[src/rtl/core/shca_pkg.sv]
// types and constants shared by the strip hit cluster accumulator
package shca_pkg;

	localparam int unsigned STRIP_W    = 7;
	localparam int unsigned DSSD_W     = 3;
	localparam int unsigned TIME_W     = 48;
	localparam int unsigned FAST_W     = 32;
	localparam int unsigned EN_W       = 24;
	localparam int unsigned WIN_W      = 24;
	localparam int unsigned ESUM_W     = 32;
	localparam int unsigned SSUM_W     = 16;
	localparam int unsigned CNT_W      = 8;
	localparam int unsigned CENT_W     = 15;
	localparam int unsigned FRAC_W     = 8;
	localparam int unsigned DIVIDEND_W = SSUM_W + FRAC_W;
	localparam int unsigned DIV_STEPS  = DIVIDEND_W;
	localparam int unsigned DSTEP_W    = $clog2(DIV_STEPS);
	localparam int unsigned QUEUE_DEPTH = 2;
	localparam int unsigned QPTR_W     = $clog2(QUEUE_DEPTH);
	localparam int unsigned QCNT_W     = $clog2(QUEUE_DEPTH + 1);

	typedef struct packed {
		logic                clear_first;
		logic                add;
		logic [DSSD_W-1:0]   dssd;
		logic                side;
		logic                high_energy;
		logic [STRIP_W-1:0]  strip;
		logic [TIME_W-1:0]   hit_time;
		logic [FAST_W-1:0]   fast_time;
		logic [EN_W-1:0]     energy;
	} hit_t;

	typedef struct packed {
		logic                adjacent;
		logic                good_time;
		logic [DSSD_W-1:0]   cluster_dssd;
		logic [ESUM_W-1:0]   energy_sum;
		logic [CENT_W-1:0]   strip_centroid;
		logic [STRIP_W-1:0]  strip_low;
		logic [STRIP_W-1:0]  strip_high;
		logic [TIME_W-1:0]   time_low;
		logic [TIME_W-1:0]   time_high;
		logic [FAST_W-1:0]   fast_low;
		logic [FAST_W-1:0]   fast_high;
		logic [CNT_W-1:0]    hit_count;
	} result_t;

	typedef struct packed {
		logic                valid;
		logic [DSSD_W-1:0]   dssd;
		logic                side;
		logic                high_energy;
		logic [ESUM_W-1:0]   energy_sum;
		logic [STRIP_W-1:0]  strip_low;
		logic [STRIP_W-1:0]  strip_high;
		logic [TIME_W-1:0]   time_low;
		logic [TIME_W-1:0]   time_high;
		logic [FAST_W-1:0]   fast_low;
		logic [FAST_W-1:0]   fast_high;
		logic [SSUM_W-1:0]   strip_sum;
		logic [CNT_W-1:0]    count;
	} cluster_t;

	localparam cluster_t CLUSTER_EMPTY = '0;

	typedef struct packed {
		logic                  start;
		logic [DIVIDEND_W-1:0] dividend;
		logic [CNT_W-1:0]      divisor;
	} div_req_t;

	typedef struct packed {
		logic              busy;
		logic [CENT_W-1:0] quotient;
	} div_stat_t;

	typedef enum logic {
		BK_IDLE,
		BK_DIV
	} back_state_t;

endpackage

[src/rtl/core/shca_div.sv]
// centroid divider: restoring division, one quotient bit per cycle, saturating
module shca_div (
	input  logic                 clk,
	input  logic                 arst_n,
	input  shca_pkg::div_req_t   req,
	output shca_pkg::div_stat_t  stat
);

	logic [shca_pkg::DIVIDEND_W-1:0] quo_q;
	logic [shca_pkg::CNT_W-1:0]      rem_q;
	logic [shca_pkg::CNT_W-1:0]      dvs_q;
	logic                            zero_q;
	logic [shca_pkg::DSTEP_W-1:0]    step_q;
	logic                            busy_q;

	logic [shca_pkg::CNT_W:0]        trial;
	logic                            take;
	logic [shca_pkg::CNT_W:0]        diff;

	always_comb begin
		trial = {rem_q, quo_q[shca_pkg::DIVIDEND_W-1]};
		take  = trial >= {1'b0, dvs_q};
		diff  = trial - {1'b0, dvs_q};
	end

	always_ff @(posedge clk or negedge arst_n) begin
		if (!arst_n) begin
			busy_q <= 1'b0;
			step_q <= '0;
		end else if (req.start) begin
			busy_q <= 1'b1;
			step_q <= '0;
		end else if (busy_q) begin
			step_q <= step_q + 1'b1;
			if (step_q == shca_pkg::DSTEP_W'(shca_pkg::DIV_STEPS - 1)) begin
				busy_q <= 1'b0;
			end
		end
	end

	always_ff @(posedge clk) begin
		if (req.start) begin
			quo_q  <= req.dividend;
			rem_q  <= '0;
			dvs_q  <= req.divisor;
			zero_q <= (req.divisor == '0);
		end else if (busy_q) begin
			quo_q <= {quo_q[shca_pkg::DIVIDEND_W-2:0], take};
			rem_q <= take ? diff[shca_pkg::CNT_W-1:0] : trial[shca_pkg::CNT_W-1:0];
		end
	end

	always_comb begin
		stat.busy = busy_q;
		if (zero_q) begin
			stat.quotient = '0;
		end else if (|quo_q[shca_pkg::DIVIDEND_W-1:shca_pkg::CENT_W]) begin
			stat.quotient = '1;
		end else begin
			stat.quotient = quo_q[shca_pkg::CENT_W-1:0];
		end
	end

endmodule

[src/rtl/core/shca_front.sv]
// front end: takes hits, clamps strip and masks time, queues them for the back end
module shca_front #(
	parameter int unsigned STRIP_COUNT = 128,
	parameter int unsigned TIME_BITS   = 48
) (
	input  logic           clk,
	input  logic           arst_n,
	input  logic           hit_valid,
	output logic           hit_ready,
	input  shca_pkg::hit_t hit_data,
	output logic           q_valid,
	output shca_pkg::hit_t q_item,
	input  logic           q_pop
);

	localparam int unsigned TW = shca_pkg::TIME_W;
	localparam logic [TW-1:0] TMASK =
		(TIME_BITS >= TW) ? {TW{1'b1}} : TW'((64'd1 << TIME_BITS) - 64'd1);
	localparam logic [shca_pkg::STRIP_W-1:0] STRIP_MAX = shca_pkg::STRIP_W'(STRIP_COUNT - 1);

	shca_pkg::hit_t                  fifo_q [shca_pkg::QUEUE_DEPTH];
	logic [shca_pkg::QPTR_W-1:0]     wr_ptr_q;
	logic [shca_pkg::QPTR_W-1:0]     rd_ptr_q;
	logic [shca_pkg::QCNT_W-1:0]     cnt_q;

	shca_pkg::hit_t                  cooked;
	logic                            push;

	// strips beyond the detector width fold onto the last strip
	always_comb begin
		cooked          = hit_data;
		cooked.hit_time = hit_data.hit_time & TMASK;
		if (16'(hit_data.strip) >= 16'(STRIP_COUNT)) begin
			cooked.strip = STRIP_MAX;
		end
	end

	assign hit_ready = (cnt_q != shca_pkg::QCNT_W'(shca_pkg::QUEUE_DEPTH));
	assign push      = hit_valid && hit_ready;
	assign q_valid   = (cnt_q != '0);
	assign q_item    = fifo_q[rd_ptr_q];

	always_ff @(posedge clk or negedge arst_n) begin
		if (!arst_n) begin
			wr_ptr_q <= '0;
			rd_ptr_q <= '0;
			cnt_q    <= '0;
		end else begin
			if (push) begin
				wr_ptr_q <= wr_ptr_q + 1'b1;
			end
			if (q_pop) begin
				rd_ptr_q <= rd_ptr_q + 1'b1;
			end
			if (push && !q_pop) begin
				cnt_q <= cnt_q + 1'b1;
			end else if (!push && q_pop) begin
				cnt_q <= cnt_q - 1'b1;
			end
		end
	end

	always_ff @(posedge clk) begin
		if (push) begin
			fifo_q[wr_ptr_q] <= cooked;
		end
	end

endmodule

[src/rtl/core/shca_back.sv]
// back end: cluster state, adjacency and time tests, merge, result register
module shca_back (
	input  logic                                 clk,
	input  logic                                 arst_n,
	input  logic                                 cfg_we,
	input  logic [shca_pkg::WIN_W-1:0]           cfg_wdata,
	input  logic                                 q_valid,
	input  shca_pkg::hit_t                       q_item,
	output logic                                 q_pop,
	output shca_pkg::div_req_t                   div_req,
	input  shca_pkg::div_stat_t                  div_stat,
	output logic                                 res_valid,
	input  logic                                 res_ready,
	output shca_pkg::result_t                    res_data
);

	localparam int unsigned TW = shca_pkg::TIME_W;

	shca_pkg::back_state_t         state_q;
	shca_pkg::back_state_t         state_nxt;
	shca_pkg::cluster_t            clus_q;
	logic [shca_pkg::WIN_W-1:0]    win_q;
	logic                          adj_q;
	logic                          good_q;
	logic                          res_valid_q;
	shca_pkg::result_t             res_data_q;

	shca_pkg::cluster_t            base;
	shca_pkg::cluster_t            nxt;
	logic                          adj;
	logic                          good;
	logic [TW:0]                   t_plus_win;
	logic [TW:0]                   high_plus_win;
	logic [shca_pkg::ESUM_W:0]     esum;
	logic [shca_pkg::SSUM_W:0]     ssum;
	logic                          slot_free;
	logic                          res_load;

	// state as seen by the tests: a clear empties it first
	always_comb begin
		base          = q_item.clear_first ? shca_pkg::CLUSTER_EMPTY : clus_q;
		t_plus_win    = {1'b0, q_item.hit_time} + (TW+1)'(win_q);
		high_plus_win = {1'b0, base.time_high} + (TW+1)'(win_q);
		if (!base.valid) begin
			adj  = 1'b1;
			good = 1'b1;
		end else begin
			adj  = (q_item.dssd == base.dssd) && (q_item.side == base.side)
				&& ({1'b0, q_item.strip} + 1'b1 >= {1'b0, base.strip_low})
				&& ({1'b0, q_item.strip} <= {1'b0, base.strip_high} + 1'b1);
			good = (t_plus_win >= {1'b0, base.time_low})
				&& ({1'b0, q_item.hit_time} <= high_plus_win);
		end
	end

	always_comb begin
		nxt  = base;
		esum = '0;
		ssum = '0;
		if (q_item.add) begin
			if (!base.valid) begin
				nxt.valid       = 1'b1;
				nxt.dssd        = q_item.dssd;
				nxt.side        = q_item.side;
				nxt.high_energy = q_item.high_energy;
				nxt.strip_low   = q_item.strip;
				nxt.strip_high  = q_item.strip;
				nxt.time_low    = q_item.hit_time;
				nxt.time_high   = q_item.hit_time;
				nxt.fast_low    = q_item.fast_time;
				nxt.fast_high   = q_item.fast_time;
			end
			esum = {1'b0, nxt.energy_sum} + (shca_pkg::ESUM_W+1)'(q_item.energy);
			nxt.energy_sum = esum[shca_pkg::ESUM_W] ? '1 : esum[shca_pkg::ESUM_W-1:0];
			if (q_item.strip < nxt.strip_low) begin
				nxt.strip_low = q_item.strip;
			end
			if (q_item.strip > nxt.strip_high) begin
				nxt.strip_high = q_item.strip;
			end
			if (q_item.hit_time < nxt.time_low) begin
				nxt.time_low = q_item.hit_time;
			end
			if (q_item.hit_time > nxt.time_high) begin
				nxt.time_high = q_item.hit_time;
			end
			if (q_item.fast_time < nxt.fast_low) begin
				nxt.fast_low = q_item.fast_time;
			end
			if (q_item.fast_time > nxt.fast_high) begin
				nxt.fast_high = q_item.fast_time;
			end
			ssum = {1'b0, nxt.strip_sum} + (shca_pkg::SSUM_W+1)'(q_item.strip);
			nxt.strip_sum = ssum[shca_pkg::SSUM_W] ? '1 : ssum[shca_pkg::SSUM_W-1:0];
			if (nxt.count != '1) begin
				nxt.count = nxt.count + 1'b1;
			end
		end
	end

	assign slot_free = !res_valid_q || res_ready;

	always_comb begin
		state_nxt = state_q;
		case (state_q)
			shca_pkg::BK_IDLE: begin
				if (q_valid) begin
					state_nxt = shca_pkg::BK_DIV;
				end
			end
			shca_pkg::BK_DIV: begin
				if (!div_stat.busy && slot_free) begin
					state_nxt = shca_pkg::BK_IDLE;
				end
			end
			default: state_nxt = shca_pkg::BK_IDLE;
		endcase
	end

	always_comb begin
		q_pop    = 1'b0;
		res_load = 1'b0;
		case (state_q)
			shca_pkg::BK_IDLE: q_pop    = q_valid;
			shca_pkg::BK_DIV:  res_load = !div_stat.busy && slot_free;
			default: begin
				q_pop    = 1'b0;
				res_load = 1'b0;
			end
		endcase
	end

	// centroid in q7.8: strip sum scaled by 256 over the hit count
	always_comb begin
		div_req.start    = q_pop;
		div_req.dividend = {nxt.strip_sum, shca_pkg::FRAC_W'(0)};
		div_req.divisor  = nxt.count;
	end

	always_ff @(posedge clk or negedge arst_n) begin
		if (!arst_n) begin
			state_q     <= shca_pkg::BK_IDLE;
			clus_q      <= shca_pkg::CLUSTER_EMPTY;
			win_q       <= '0;
			res_valid_q <= 1'b0;
		end else begin
			state_q <= state_nxt;
			if (cfg_we) begin
				win_q <= cfg_wdata;
			end
			if (q_pop) begin
				clus_q <= nxt;
			end
			if (res_load) begin
				res_valid_q <= 1'b1;
			end else if (res_ready) begin
				res_valid_q <= 1'b0;
			end
		end
	end

	always_ff @(posedge clk) begin
		if (q_pop) begin
			adj_q  <= adj;
			good_q <= good;
		end
		if (res_load) begin
			res_data_q.adjacent       <= adj_q;
			res_data_q.good_time      <= good_q;
			res_data_q.cluster_dssd   <= clus_q.dssd;
			res_data_q.energy_sum     <= clus_q.energy_sum;
			res_data_q.strip_centroid <= div_stat.quotient;
			res_data_q.strip_low      <= clus_q.strip_low;
			res_data_q.strip_high     <= clus_q.strip_high;
			res_data_q.time_low       <= clus_q.time_low;
			res_data_q.time_high      <= clus_q.time_high;
			res_data_q.fast_low       <= clus_q.fast_low;
			res_data_q.fast_high      <= clus_q.fast_high;
			res_data_q.hit_count      <= clus_q.count;
		end
	end

	assign res_valid = res_valid_q;
	assign res_data  = res_data_q;

endmodule

[src/rtl/core/strip_hit_cluster_accumulator.sv]
// Strip hit cluster accumulator. Each hit is tested against the cluster as it
// stood (adjacent strip on the same plane and side, time inside the window
// around the cluster time span) and optionally merged in; one result comes out
// per hit with both flags and the cluster summary, including the strip
// centroid in Q7.8. For each hit the back end tests and merges it, runs the
// centroid divider (one quotient bit per cycle) and loads the result
// register; it takes the next hit only after that load. A two-entry queue
// in front keeps taking hits until full while the back end works, and a
// finished result waits in its own register without holding up the next hit.
module strip_hit_cluster_accumulator #(
	parameter int unsigned STRIP_COUNT = 128,
	parameter int unsigned TIME_BITS   = 48
) (
	input  logic                        clk,
	input  logic                        arst_n,
	input  logic                        cfg_we,
	input  logic [shca_pkg::WIN_W-1:0]  cfg_wdata,
	input  logic                        hit_valid,
	output logic                        hit_ready,
	input  shca_pkg::hit_t              hit_data,
	output logic                        res_valid,
	input  logic                        res_ready,
	output shca_pkg::result_t           res_data
);

	logic                  q_valid;
	shca_pkg::hit_t        q_item;
	logic                  q_pop;
	shca_pkg::div_req_t    div_req;
	shca_pkg::div_stat_t   div_stat;

	shca_front #(
		.STRIP_COUNT (STRIP_COUNT),
		.TIME_BITS   (TIME_BITS)
	) u_front (
		.clk       (clk),
		.arst_n    (arst_n),
		.hit_valid (hit_valid),
		.hit_ready (hit_ready),
		.hit_data  (hit_data),
		.q_valid   (q_valid),
		.q_item    (q_item),
		.q_pop     (q_pop)
	);

	shca_div u_div (
		.clk    (clk),
		.arst_n (arst_n),
		.req    (div_req),
		.stat   (div_stat)
	);

	shca_back u_back (
		.clk       (clk),
		.arst_n    (arst_n),
		.cfg_we    (cfg_we),
		.cfg_wdata (cfg_wdata),
		.q_valid   (q_valid),
		.q_item    (q_item),
		.q_pop     (q_pop),
		.div_req   (div_req),
		.div_stat  (div_stat),
		.res_valid (res_valid),
		.res_ready (res_ready),
		.res_data  (res_data)
	);

endmodule
[config.mk]
export PLATFORM = sky130hd
export DESIGN_NAME = strip_hit_cluster_accumulator
export DESIGN_NICKNAME = d
export VERILOG_FILES = /design/src/rtl/core/shca_pkg.sv /design/src/rtl/core/shca_div.sv /design/src/rtl/core/shca_front.sv /design/src/rtl/core/shca_back.sv /design/src/rtl/core/strip_hit_cluster_accumulator.sv
export SDC_FILE = /design/constraint.sdc
export NUM_CORES = 2
export LEC_CHECK = 0
export BUFFER_PORTS_ARGS = -buffer_cell sky130_fd_sc_hd__clkbuf_2
export CORE_AREA = 4 4 434 350
export DETAILED_ROUTE_END_ITERATION = 16
export DIE_AREA = 0 0 438 354
export PLACE_DENSITY = 0.56
export SYNTH_ARGS = -nofsm -noshare
export SYNTH_HDL_FRONTEND = slang
export SYNTH_HIERARCHICAL = 1
export SYNTH_SLANG_ARGS = --single-unit
[constraint.sdc]
create_clock -name clk -period 17.3 [get_ports clk]
set_input_delay 3.46 -clock clk [delete_from_list [all_inputs] [get_ports clk]]
set_output_delay 3.46 -clock clk [all_outputs]
set_load 0.02 [all_outputs]
# Yosys cells after proc, flatten, opt, wreduce, memory -nomap -nowiden

Memory sizes are Yosys's and may differ from the RTL's.
Cells that the tools add are included.

Output and inout port bits: 236
Bits in writable memories: 236
Latch bits: 0
Flip-flop bits (word level): 549
Memories: 1
Bits in read-only memories: 0

Reduce and logical (&&, ||, !) cells: 19
Divide/modulo/power cells: 0
$lt $le $gt $ge: 11
Bitwise logic cells: 1
$add $sub $neg: 13
Shift operators: 0
Multiplexer cells: 34
Eq/ne operators: 5
$mul: 0

Memories:

| name           | words | bits a word | read ports | clocked after Yosys merged registers in | write ports | line             | text |
|---|---|---|---|---|---|---|---|
| u_front.fifo_q | 2     | 118         | 1          | 0                                       | 1           | shca_front.sv:21 | `shca_pkg::hit_t fifo_q [shca_pkg::QUEUE_DEPTH];` |

Operator list:

| kind                                                           | number |
|---|---|
| 236-bit 2-to-1 mux                                             | 2 |
| 174-bit 2-to-1 mux                                             | 2 |
| 48-bit by 24-bit adder with 49-bit output                      | 2 |
| 32-bit 2-to-1 mux                                              | 3 |
| 48-bit 2-to-1 mux                                              | 2 |
| 49-bit by 48-bit >= comparator with 1-bit output               | 1 |
| 48-bit by 49-bit <= comparator with 1-bit output               | 1 |
| 48-bit > comparator                                            | 1 |
| 48-bit less-than comparator                                    | 1 |
| 24-bit 2-to-1 mux                                              | 2 |
| 32-bit by 24-bit adder with 33-bit output                      | 1 |
| 32-bit > comparator                                            | 1 |
| 32-bit less-than comparator                                    | 1 |
| 16-bit by 7-bit adder with 17-bit output                       | 1 |
| 7-bit by 1-bit adder with 8-bit output (second input constant) | 2 |
| 16-bit 2-to-1 mux                                              | 1 |
| 8-bit 2-to-1 mux                                               | 2 |
| 15-bit 2-to-1 mux                                              | 1 |
| 5-bit 2-to-1 mux                                               | 3 |
| 7-bit 2-to-1 mux                                               | 2 |
| 1-bit 2-to-1 mux                                               | 11 |
| 9-bit by 8-bit >= comparator with 1-bit output                 | 1 |
| 9-bit OR reduction                                             | 1 |
| 8-bit by 1-bit adder with 8-bit output (second input constant) | 1 |
| 22 further kinds                                               | 37 |

# Depth between registers and ports, before layout

An unclocked memory read counts as a cell.

Depth after elaboration: 8
Depth in mapped cells: 31
Mapped depth without buffers: 24

# Cells and area by module

Netlist, hierarchy kept.

Modules (own cells, without submodules):

| module     | area each (um^2) | cells an instance | instances | sequential area each (um^2) |
|---|---|---|---|---|
| shca_back  | 31368.8          | 3040              | 1         | 13618.1 |
| shca_front | 8752.1           | 385               | 1         | 7186.9 |
| shca_div   | 2514.9           | 234               | 1         | 1301.2 |

# Least setup slack after synthesis

No wires, ideal clock.

Kind: input -> register
Start: input port res_ready
End: register u_back.res_data_q, in the netlist u_back/res_data[0], enable pin
Setup time: 910 ps
Path slack: 1621 ps
Arrival: 14769 ps
Cell stages on the path: 2
Buffers on the path: 0
Path through: inv_1 > a21oi_1

Cells in the longest elaborated chain, start to end: 3

RTL lines:

| item                      | line                                | text |
|---|---|---|
| start: declaration        | strip_hit_cluster_accumulator.sv:22 | `input logic res_ready,` |
| 1-bit logical OR          | shca_back.sv:101                    | `assign slot_free = !res_valid_q \|\| res_ready;` |
| 1-bit logical AND         | shca_back.sv:125                    | `shca_pkg::BK_DIV: res_load = !div_stat.busy && slot_free;` |
| 1-bit 2-to-1 mux          | shca_back.sv:123                    | `case (state_q)` |
| named net u_back.res_load | shca_back.sv:37                     | `logic res_load;` |
| end: declaration          | shca_back.sv:26                     | `shca_pkg::result_t res_data_q;` |

The timed path passes the listed nets, and every way through them passes these cells.
A chain may end at the register's enable or synchronous reset.

==> run summary <==
The H-tree generated during clock tree synthesis spans 3 levels. Post-CTS repair changed the size of 0 cells. The number of global-route vias before repair is 29900, and the pin slew with the least headroom to its limit is 1330 ps. For this run, design rule violations remaining after detail routing come to 0. The worst hold path belongs to the class reg2reg. The number of standard-cell rows in the floorplan was 126; the share of post-route cells with drive strength above 1 was 19.2%.

The worst pin sits at a relative slew slack of 11.2%. Count of maximum capacitance violations: 0. The first routing iteration left 1997 violations. Setup slack on the worst reg-to-reg path comes out at 9540 ps. During I/O placement, the number of pins put on the boundary was 383. The final count of pins violating max slew is 0, and the wire length of the first global-routing pass is 190 mm. The detail route stage leaves a number of antenna-violating nets equal to 0. Routability-driven placement finished with a final weighted congestion of 0.848. The later pin in the worst-skew pair is clocked with a latency of 700 ps. A synthesized cell averages 11.6 sq um. For the number of buffers inserted for hold repair after clock tree synthesis, the log shows 0. The flow ran to the end, and the final reports show no timing, DRC or antenna violations. The reg-to-reg endpoint is u_back/clus_q[100]$_DFFE_PN0P_. The starting density of the core came out at 28.9%.

In the finished design, the share of the clock period the worst path needs comes to 44.8%. The tools report the worst supply voltage drop on vdd as 83.0 uV. The worst hold path terminates at u_back/res_data[233]$_DFFE_PP_.

The run gives 33.9 ps as the final setup skew. The post-layout minimum cycle time is 7760 ps, and the global routing usage summed across all routing layers is 16.0%. Setup repair after global routing left no endpoint under its margin. The number of antenna violations at the first check in global routing is 17. The number of setup buffers added after CTS is 0. After clock tree synthesis, the clock-pin slew on the worst setup and hold paths is 70 ps. The tools report the largest net degree at the start of global routing as 132. The setup path with the least slack is of type reg2reg.

At the worst endpoint, the arrival time is 8370 ps. The logs give 90.5 mm for the sum of net half-perimeters after detailed placement and 20.2 nW for the reported leakage power. In the routed layout, each cell is associated on average with a via count of 5.01. Measured in cells, the most critical reg-to-reg path has a length of 17.

Setup violations remaining at the end of the flow were counted as 0. Critical path startpoint category: a flip-flop. In this run the cell area of the synthesized design comes to 0.0426 sq mm. Counting along the longest clock path gives a buffer depth of 3. The height of the chip was 354 um. For this design the ratio of total power to cell area is 198 mW/mm^2. The worst register-to-register path begins at u_front/rd_ptr_q$_DFFE_PN0P_.

Global routing finished with a remaining overflow of 0. The logs give 6 for the number of warnings printed during yosys synthesis and 0.0464 sq mm for the standard cell area after detailed placement. For the final count of hold timing violations, the log shows 0. For this design, the sink count on the clock tree is 782. The total area inside the core boundary comes to 0.147 sq mm. Number of buffers inserted during clock tree synthesis: 88.

The run gives 3656 as the synthesized netlist cell count. The most common library cell in the layout ignoring fill and taps is sky130_fd_sc_hd__edfxtp_1. STA puts the critical path data required time at 17920 ps.

Along the worst path, the maximum fanout reaches 98. Final wirelength: 127 mm. The tools report the clock root buffer as sky130_fd_sc_hd__clkbuf_16.

From synthesis to final layout, the design area changed by 16.2%. Before CTS, the worst setup slack after placement is 9550 ps. In the final routed layout, each cell accounts on average for 21.0 um. The overall die width came out at 438 um.

Highest clock rate: 129 MHz. The run gives 0 ps as the final setup TNS. Across all layers, the routed design uses 30300 vias.

The number of buffers inserted by port buffering is 381, and the total number of nets in the final design is 4506. For this run, the detailed router's first-pass iteration total came to 5. Leaving out fill and tap cells, the most frequent cells in the layout are 503 x sky130_fd_sc_hd__edfxtp_1, 380 x sky130_fd_sc_hd__clkbuf_2, 367 x sky130_fd_sc_hd__ha_1, 320 x sky130_fd_sc_hd__a21oi_1, 284 x sky130_fd_sc_hd__nand2_1. In this run the most critical hold path is launched from u_back/adj_q$_SDFFCE_PN1P_. The number of cells on the worst hold path came out at 0.

Summing all non-filler instances in the final layout gives an area of 0.0494 sq mm. After filler insertion, the fill cell instance count of the layout stands at 14800. Across all setup checks in the final design, the least slack found is 9540 ps. The floorplan step defined a die boundary enclosing 0.155 sq mm.

STA classifies the critical path endpoint as a flip-flop. TritonCTS built the clock tree.
stage by stage:
stage | hold WS, ps | total power [W] | utilization [%] | std cells
2_1_floorplan | 400 | 0.00655 | - | 3663
3_3_place_gp | 431 | 0.00779 | 31.5 | 5881
3_5_place_dp | 422 | 0.00787 | 31.5 | 5881
4_1_cts | 436 | 0.00991 | 33.6 | 6046
5_1_grt | 450 | 0.0106 | 33.6 | 6049
6_report | 434 | 0.00980 | 33.6 | 6051
report_power, final:
group | internal (W) | total (W) | leakage (nW) | switching, W
registers | 0.00272 | 0.00319 | 8.23 | 0.000473
logic | 0.00183 | 0.00464 | 10.4 | 0.00281
clock network | 0.00115 | 0.00197 | 1.48 | 0.000818
total | 0.00571 | 0.00980 | 20.2 | 0.00410
critical path: stages, from the launching register on:
cell                       delay (ps)
sky130_fd_sc_hd__dfrtp_4          820
sky130_fd_sc_hd__mux2_8           560
sky130_fd_sc_hd__nor2b_4          600
sky130_fd_sc_hd__buf_4            720
sky130_fd_sc_hd__buf_4            790
sky130_fd_sc_hd__nor2b_1          160
sky130_fd_sc_hd__a21oi_1          170
sky130_fd_sc_hd__ha_1             160
sky130_fd_sc_hd__nand4_1          110
sky130_fd_sc_hd__nor4_1           700
sky130_fd_sc_hd__nand3_1          310
sky130_fd_sc_hd__a211oi_1         500
sky130_fd_sc_hd__a211oi_1         130
sky130_fd_sc_hd__nand3_1          200
sky130_fd_sc_hd__o22ai_1          230
sky130_fd_sc_hd__a21oi_4          590
sky130_fd_sc_hd__buf_4            580
sky130_fd_sc_hd__a22o_1           240
state kept, by name, indices dropped and copies added (netlist names):
name / flops
u_div/rem_q: 8
u_back/state_q: 1
u_back/good_q: 1
u_div/dvs_q: 8
u_div/quo_q: 24
u_front/rd_ptr_q: 1
u_back/res_valid: 1
u_back/adj_q: 1
u_back/clus_q: 235
u_div/step_q: 5
u_div/busy_q: 1
u_front/wr_ptr_q: 1
u_back/win_q: 24
u_back/res_data: 234
u_div/zero_q: 1
u_front/fifo_q: 234
u_front/cnt_q: 2
routing by layer:
layer	wire length, um	global-route usage, %	share of wire, %
met1	57400	21.6	45
met2	60100	26.5	47
met3	6070	2.65	4.8
met4	3220	4.52	2.5
met5	47	0	0.037
worst max-delay path by stage:
stage / slack [ps] / startpoint / endpoint
floorplan: 1620 / res_ready / u_back/res_data[0]$_DFFE_PP_
global placement: 9630 / u_front/rd_ptr_q$_DFFE_PN0P_ / u_back/clus_q[132]$_DFFE_PN0P_
detailed placement: 9550 / u_front/rd_ptr_q$_DFFE_PN0P_ / u_back/clus_q[123]$_DFFE_PN0P_
CTS: 9500 / u_front/rd_ptr_q$_DFFE_PN0P_ / u_back/clus_q[100]$_DFFE_PN0P_
global route: 9160 / u_front/rd_ptr_q$_DFFE_PN0P_ / u_back/clus_q[131]$_DFFE_PN0P_
finish: 9540 / u_front/rd_ptr_q$_DFFE_PN0P_ / u_back/clus_q[100]$_DFFE_PN0P_
layout make-up:
class	count	area [sq um]	share of cell area [%]
Sequential cell	782	22000	44.6
Multi-Input combinational cell	2634	19400	39.2
Tap cell	1984	2480	5.02
Clock buffer	114	2460	4.98
Timing Repair Buffer	414	2190	4.43
Clock inverter	51	593	1.20
Inverter	67	253	0.511
Antenna cell	5	12.5	0.0253
Note: power is estimated with default switching activity, not from simulation.
